### src/rtl/core/dpoc_pkg.sv
`default_nettype none

package dpoc_pkg;

  localparam int CMD_W = 2;
  localparam int SYM_W = 8;
  localparam int CNT_W = 32;

  localparam logic [CNT_W-1:0] CNT_MAX = '1;

  typedef enum logic [CMD_W-1:0] {
    CMD_CLEAR  = 2'd0,
    CMD_APPEND = 2'd1,
    CMD_TEXT   = 2'd2
  } cmd_e;

  typedef struct packed {
    logic             match;
    logic [CNT_W-1:0] occurrences;
    logic             final_res;
    logic             error;
  } res_t;

endpackage

`default_nettype wire

### src/rtl/core/dpoc_ctrl.sv
`default_nettype none

module dpoc_ctrl #(
  parameter int MAX_PATTERN   = 64,
  parameter int ALPHABET_SIZE = 256,
  parameter int SVW           = 7,
  parameter int AW            = 14
) (
  input  logic                       clk_i,
  input  logic                       rst_ni,
  input  logic                       in_valid_i,
  output logic                       in_ready_o,
  input  logic [dpoc_pkg::CMD_W-1:0] command_i,
  input  logic [dpoc_pkg::SYM_W-1:0] symbol_i,
  input  logic                       last_of_text_i,
  output logic                       res_valid_o,
  input  logic                       res_ready_i,
  output dpoc_pkg::res_t             res_o,
  output logic                       mem_rd_en_o,
  output logic [AW-1:0]              mem_rd_addr_o,
  input  logic [SVW-1:0]             mem_rd_data_i,
  output logic                       mem_wr_en_o,
  output logic [AW-1:0]              mem_wr_addr_o,
  output logic [SVW-1:0]             mem_wr_data_o
);

  import dpoc_pkg::*;

  localparam int RW = (MAX_PATTERN > 1) ? $clog2(MAX_PATTERN) : 1;
  localparam int CW = $clog2(ALPHABET_SIZE);
  localparam int KW = $clog2(ALPHABET_SIZE + 1);

  localparam logic [AW-1:0]  ROW_STRIDE = AW'(ALPHABET_SIZE);
  localparam logic [KW-1:0]  SWEEP_END  = KW'(ALPHABET_SIZE);
  localparam logic [SVW-1:0] LEN_FULL   = SVW'(MAX_PATTERN);

  typedef enum logic [1:0] {
    ST_IDLE,
    ST_LOOK,
    ST_SWEEP,
    ST_DONE
  } state_e;

  state_e           state_q, state_d;
  logic [SVW-1:0]   len_q, len_d;
  logic [RW-1:0]    fb_q, fb_d;
  logic [RW-1:0]    fbn_q, fbn_d;
  logic [RW-1:0]    ms_q, ms_d;
  logic [CNT_W-1:0] cnt_q, cnt_d;
  logic [SYM_W-1:0] sym_q, sym_d;
  logic             sym_ok_q, sym_ok_d;
  logic             last_q, last_d;
  logic [KW-1:0]    k_q, k_d;
  res_t             res_q, res_d;

  logic             in_alpha;
  logic [RW-1:0]    rd_row, wr_row;
  logic [CW-1:0]    rd_col, wr_col;
  logic [SVW-1:0]   ns;
  logic             hit;
  logic [CNT_W-1:0] cnt_inc;

  assign in_alpha   = ({{(32 - SYM_W){1'b0}}, symbol_i} < 32'(ALPHABET_SIZE));
  assign in_ready_o = (state_q == ST_IDLE);

  // Text step: the row of the current state was read in the accept cycle.
  assign ns      = ((len_q != '0) && sym_ok_q) ? mem_rd_data_i : '0;
  assign hit     = (len_q != '0) && (ns >= len_q);
  assign cnt_inc = (hit && (cnt_q != CNT_MAX)) ? cnt_q + 1'b1 : cnt_q;

  always_comb begin
    state_d       = state_q;
    len_d         = len_q;
    fb_d          = fb_q;
    fbn_d         = fbn_q;
    ms_d          = ms_q;
    cnt_d         = cnt_q;
    sym_d         = sym_q;
    sym_ok_d      = sym_ok_q;
    last_d        = last_q;
    k_d           = k_q;
    res_d         = res_q;
    mem_rd_en_o   = 1'b0;
    rd_row        = ms_q;
    rd_col        = CW'(symbol_i);
    mem_wr_en_o   = 1'b0;
    wr_row        = RW'(len_q);
    wr_col        = CW'(k_q - 1'b1);
    mem_wr_data_o = '0;
    res_valid_o   = 1'b0;
    res_o         = res_q;

    unique case (state_q)
      ST_IDLE: begin
        if (in_valid_i) begin
          sym_d    = symbol_i;
          sym_ok_d = in_alpha;
          last_d   = last_of_text_i;
          unique case (cmd_e'(command_i))
            CMD_CLEAR: begin
              len_d   = '0;
              fb_d    = '0;
              ms_d    = '0;
              cnt_d   = '0;
              res_d   = '0;
              state_d = ST_DONE;
            end
            CMD_APPEND: begin
              if ((len_q == LEN_FULL) || !in_alpha) begin
                res_d   = '{match: 1'b0, occurrences: cnt_q, final_res: 1'b0, error: 1'b1};
                state_d = ST_DONE;
              end else begin
                k_d     = '0;
                fbn_d   = fb_q;
                state_d = ST_SWEEP;
              end
            end
            CMD_TEXT: begin
              mem_rd_en_o = 1'b1;
              state_d     = ST_LOOK;
            end
            default: begin
              res_d   = '{match: 1'b0, occurrences: cnt_q, final_res: 1'b0, error: 1'b0};
              state_d = ST_DONE;
            end
          endcase
        end
      end

      ST_LOOK: begin
        res_valid_o = 1'b1;
        res_o       = '{match: hit, occurrences: cnt_inc, final_res: last_q, error: 1'b0};
        if (res_ready_i) begin
          if (last_q) begin
            ms_d  = '0;
            cnt_d = '0;
          end else begin
            ms_d  = hit ? '0 : RW'(ns);
            cnt_d = cnt_inc;
          end
          state_d = ST_IDLE;
        end
      end

      // Copy the fallback row into the new row: read column k, write column k-1, and
      // write len+1 in the appended symbol's column. Read and write never collide.
      ST_SWEEP: begin
        if (k_q < SWEEP_END) begin
          mem_rd_en_o = 1'b1;
          rd_row      = fb_q;
          rd_col      = CW'(k_q);
        end
        if (k_q != '0) begin
          mem_wr_en_o = 1'b1;
          if (wr_col == CW'(sym_q)) begin
            mem_wr_data_o = len_q + 1'b1;
            if (len_q != '0) begin
              fbn_d = RW'(mem_rd_data_i);
            end
          end else begin
            mem_wr_data_o = (len_q == '0) ? '0 : mem_rd_data_i;
          end
        end
        if (k_q == SWEEP_END) begin
          len_d   = len_q + 1'b1;
          fb_d    = fbn_d;
          res_d   = '{match: 1'b0, occurrences: cnt_q, final_res: 1'b0, error: 1'b0};
          state_d = ST_DONE;
        end else begin
          k_d = k_q + 1'b1;
        end
      end

      ST_DONE: begin
        res_valid_o = 1'b1;
        if (res_ready_i) begin
          state_d = ST_IDLE;
        end
      end

      default: begin
        state_d = ST_IDLE;
      end
    endcase
  end

  assign mem_rd_addr_o = AW'(rd_row) * ROW_STRIDE + AW'(rd_col);
  assign mem_wr_addr_o = AW'(wr_row) * ROW_STRIDE + AW'(wr_col);

  always_ff @(posedge clk_i or negedge rst_ni) begin
    if (!rst_ni) begin
      state_q  <= ST_IDLE;
      len_q    <= '0;
      fb_q     <= '0;
      fbn_q    <= '0;
      ms_q     <= '0;
      cnt_q    <= '0;
      k_q      <= '0;
      sym_q    <= '0;
      sym_ok_q <= 1'b0;
      last_q   <= 1'b0;
      res_q    <= '0;
    end else begin
      state_q  <= state_d;
      len_q    <= len_d;
      fb_q     <= fb_d;
      fbn_q    <= fbn_d;
      ms_q     <= ms_d;
      cnt_q    <= cnt_d;
      k_q      <= k_d;
      sym_q    <= sym_d;
      sym_ok_q <= sym_ok_d;
      last_q   <= last_d;
      res_q    <= res_d;
    end
  end

  a_no_rw_collision: assert property (@(posedge clk_i) disable iff (!rst_ni)
    (mem_rd_en_o && mem_wr_en_o) |-> (mem_rd_addr_o != mem_wr_addr_o))
    else $error("table read and write hit the same entry");

  a_match_state_in_pattern: assert property (@(posedge clk_i) disable iff (!rst_ni)
    (ms_q == '0) || (SVW'(ms_q) < len_q))
    else $error("match state beyond pattern length");

  a_fallback_in_pattern: assert property (@(posedge clk_i) disable iff (!rst_ni)
    (fb_q == '0) || (SVW'(fb_q) < len_q))
    else $error("fallback state beyond pattern length");

  a_len_bound: assert property (@(posedge clk_i) disable iff (!rst_ni)
    len_q <= LEN_FULL)
    else $error("pattern length beyond capacity");

  a_sweep_ends: assert property (@(posedge clk_i) disable iff (!rst_ni)
    (state_q == ST_SWEEP && k_q == SWEEP_END) |=> (state_q == ST_DONE && $past(len_q) + 1'b1 == len_q))
    else $error("row copy did not finish with a longer pattern");

endmodule

`default_nettype wire

### config.mk
export PLATFORM = sky130hd
export DESIGN_NAME = dpoc_ctrl
export DESIGN_NICKNAME = d
export VERILOG_FILES = /design/src/rtl/core/dpoc_pkg.sv /design/src/rtl/core/dpoc_ctrl.sv
export SDC_FILE = /design/constraint.sdc
export NUM_CORES = 1
export LEC_CHECK = 0
export BUFFER_PORTS_ARGS = -buffer_cell sky130_fd_sc_hd__buf_4
export CORE_UTILIZATION = 45
export CTS_CLUSTER_SIZE = 30
export DETAILED_ROUTE_END_ITERATION = 8
export PLACE_DENSITY = 0.74
export SLEW_MARGIN = 20
export SYNTH_ARGS = -nofsm -noshare
export SYNTH_HDL_FRONTEND = slang
export SYNTH_SLANG_ARGS = --single-unit
### constraint.sdc
create_clock -name clk_i -period 5.1 [get_ports clk_i]
set_input_delay 1.02 -clock clk_i [delete_from_list [all_inputs] [get_ports clk_i]]
set_output_delay 1.02 -clock clk_i [all_outputs]
set_load 0.05 [all_outputs]
==> impl_metrics.ini <==
[synth]
muxShareOfSynthArea_pct = 4.59
synth-seq-cells = 111
synth-warning-count = 0
yosysUniqueCellTypes = 65
yosysTopAreaCell = dfrtp_1
synth_ff_type = dfrtp_1
synth_top_family_by_area = simple AND/OR/NAND/NOR gates
synth_fa_ha_area_share_pct = 2.97
async_flop_share_pct = 100
synth_edf_count = 0
synth_simple_gate_area_share_pct = 26.1
postSynthAreaPerCell_um2 = 8.42
synth_compound_area_share_pct = 15.1
synth_xor_area_share_pct = 7.23
netlist_top_cells_area = dfrtp_1 39%, nand2_1 7.9%, o21ai_0 6.5%
syn_inst = 851
synth_top_area_share_pct = 38.8
yosysSeqAreaShare_pct = 38.8
mappedNetlistNets = 890
synth_area_mm2 = 0.00717

[finish]
mostFrequentLayoutCell = nand2_1
fin_nets = 946
fillerInstances = 1401
mostFrequentLayoutCells = 151 x nand2_1, 111 x dfrtp_1, 110 x buf_4, 81 x o21ai_0, 66 x nor2_1
fin_util_pct = 54.1
areaGrowthSynthToFinish_pct = 16.0
antenna_cells = 0
drive_above_1_share_pct = 19.0
stdcell_count = 1123
ff_latch_area_mm2 = 0.00278
multi_input_area_mm2 = 0.00404

[placed_design]
gp_congestion = 0.853
place_inst = 1107
place.port_buffers = 95
dpl.hpwl_um = 12500

[critical_path]
critPathKind = reg2out
critPathLaunchType = flop
crit_arrival_ps = 3800
crit_path_max_fanout = 29
cp.required_ps = 4080
crit_path_end_kind = output pin

[sta]
min_period_ps = 4820
hold_violations = 0
final.setup.tns_ps = 0
skew_ps = 10.2
worst_pin_slew_ps = 1080
holdWs_ps = 477
period_share_pct = 94.5
rsz0062_at_grt = false
max_slew_margin_pct = 28.3
fmax_ghz = 0.207
finalSetupViolations = 0
finalMaxSlewViolations = 0

[power]
power_w = 0.00488
ir_drop_v = 0.000576
power_density_mw_per_mm2 = 587
p_leak_nw = 3.53

[route]
vias = 6273
initialDrtViolationCount = 430
drt-wirelength-per-cell_um = 16.2
postRouteWirelength_um = 18100
dr.pass1.iters = 6
antenna_left = 0
drcViolationCount = 0
viasPerCell = 5.59

[clock_network]
cts_root_buf = clkbuf_16
clkTransAtPathRegs_ps = 70
clock_sink_count = 111
cts_hold_buf = 0
clock_path_buffers = 2
cts_buffers = 9
clk_latency_ps = 360
h-tree-depth = 3
cts_tree = done

[grt]
grt_use_total_pct = 23.3
grt_pass1_wl_um = 30500
antenna_found_initial = 0
grt_start_max_net_pins = 67
grt_pass1_vias = 5889
grt_overflow = 0

[die]
row_count = 45
dieWidth_um = 128
core_area_mm2 = 0.0154
fp.dieArea_mm2 = 0.0164
start_util_pct = 46.6
io_pins = 96
die_h_um = 128

[worst_hold_path]
worstHoldPathType = reg2reg

[status]
status = finished, final reports clean

[flow_run]
maxCapViolations = 0
==> per-stage QoR <==
stage,cell area [um2],worst slack [ps]
3_5_place_dp,7990,619
3_3_place_gp,7990,630
6_report,8320,280
2_1_floorplan,7170,48.5
4_1_cts,8310,213
5_1_grt,8320,39.7
==> state kept, by name, indices dropped and copies added, names as in the netlist <==
signal	count
cnt_q	32
fb_q	6
fbn_q	6
k_q	9
last_q	1
len_q	7
ms_q	6
res_q	33
state_q	2
sym_ok_q	1
sym_q	8
==> worst max-delay path: stages, from the launching register on <==
cell      delay [ps]
dfrtp_1          500
inv_1             80
ha_1             230
nand4_1          150
buf_4            210
nand3_1          100
ha_1             280
nand2b_1          90
a21o_1           110
a21o_1           140
a41oi_2          120
buf_4            240
or4b_1           610
xor2_1           170
o21ai_0          160
buf_4            240
==> power by group <==
group / total, W / internal (W) / switching (W)
Sequential: 0.00131 / 0.00107 / 0.000246
Clock: 0.000784 / 0.000445 / 0.000339
Combinational: 0.00279 / 0.000902 / 0.00188
==> logic make-up (layout without fill, tap and decap cells) <==
logic type / Yosys count / count (layout)
adder cells (fa/ha/maj): 17 / 17
buffers and inverters: 88 / 149
XOR/XNOR: 56 / 56
AO/OA/AOI/OAI: 176 / 176
flip-flops: 111 / 111
AND/OR/NAND/NOR: 373 / 373
multiplexers: 30 / 30
==> metal layers <==
layer	routed length [um]	global-route usage, %
met1	8670	33.4
met2	8000	34.8
met3	1040	3.71
met4	436	9.83
met5	0	0
==> path summary, 6_finish.rpt <==
check | startpoint | to | slack [ps] | cells after the start
worst max register to register | len_q[0]$_DFFE_PN0P_ | cnt_q[21]$_DFFE_PN0P_ | 1710 | 14
worst min register to register | res_q[0]$_DFFE_PN0P_ | res_q[0]$_DFFE_PN0P_ | 480 | 2
worst max-delay path | len_q[0]$_DFFE_PN0P_ | res_o[7] | 280 | 15
min in group asynchronous | rst_ni | sym_q[0]$_DFFE_PN0P_ | 700 | 1
max in group asynchronous | rst_ni | res_q[22]$_DFFE_PN0P_ | 3470 | 2
worst min-delay path | res_q[0]$_DFFE_PN0P_ | res_q[0]$_DFFE_PN0P_ | 480 | 2
==> synth_stat cells, types with 7 or more instances <==
cell type    n
a21o_1      10
a21oi_1     13
a22o_1      10
a31oi_1     11
and3_1      13
buf_4        7
clkbuf_1    52
dfrtp_1    111
ha_1        17
inv_1       22
mux2_2      23
mux2i_1      7
nand2_1    151
nand2b_1     8
nand3_1     38
nand4_1     16
nor2_1      67
nor3_1      14
nor3b_1      9
nor4_1      10
o21ai_0     93
o21ai_1      9
o31ai_1      7
or3_1       11
xnor2_1     31
xor2_1      23
==> final cells by class <==
cell class              count  area share [%]
multi-input cells         652            48.5
flip-flops and latches    111            33.4
clock inverters             5           0.978
inverters                  23            1.05
clock buffers              11            2.92
well taps                 211            3.17
repair buffers            110            9.93
==> repair_timing <==
action / in CTS / in global routing
setup endpoints to repair: 0 / 5
buffers inserted: 0 / 0
resized for setup: 0 / 1
(Power assumes the default switching activity.)
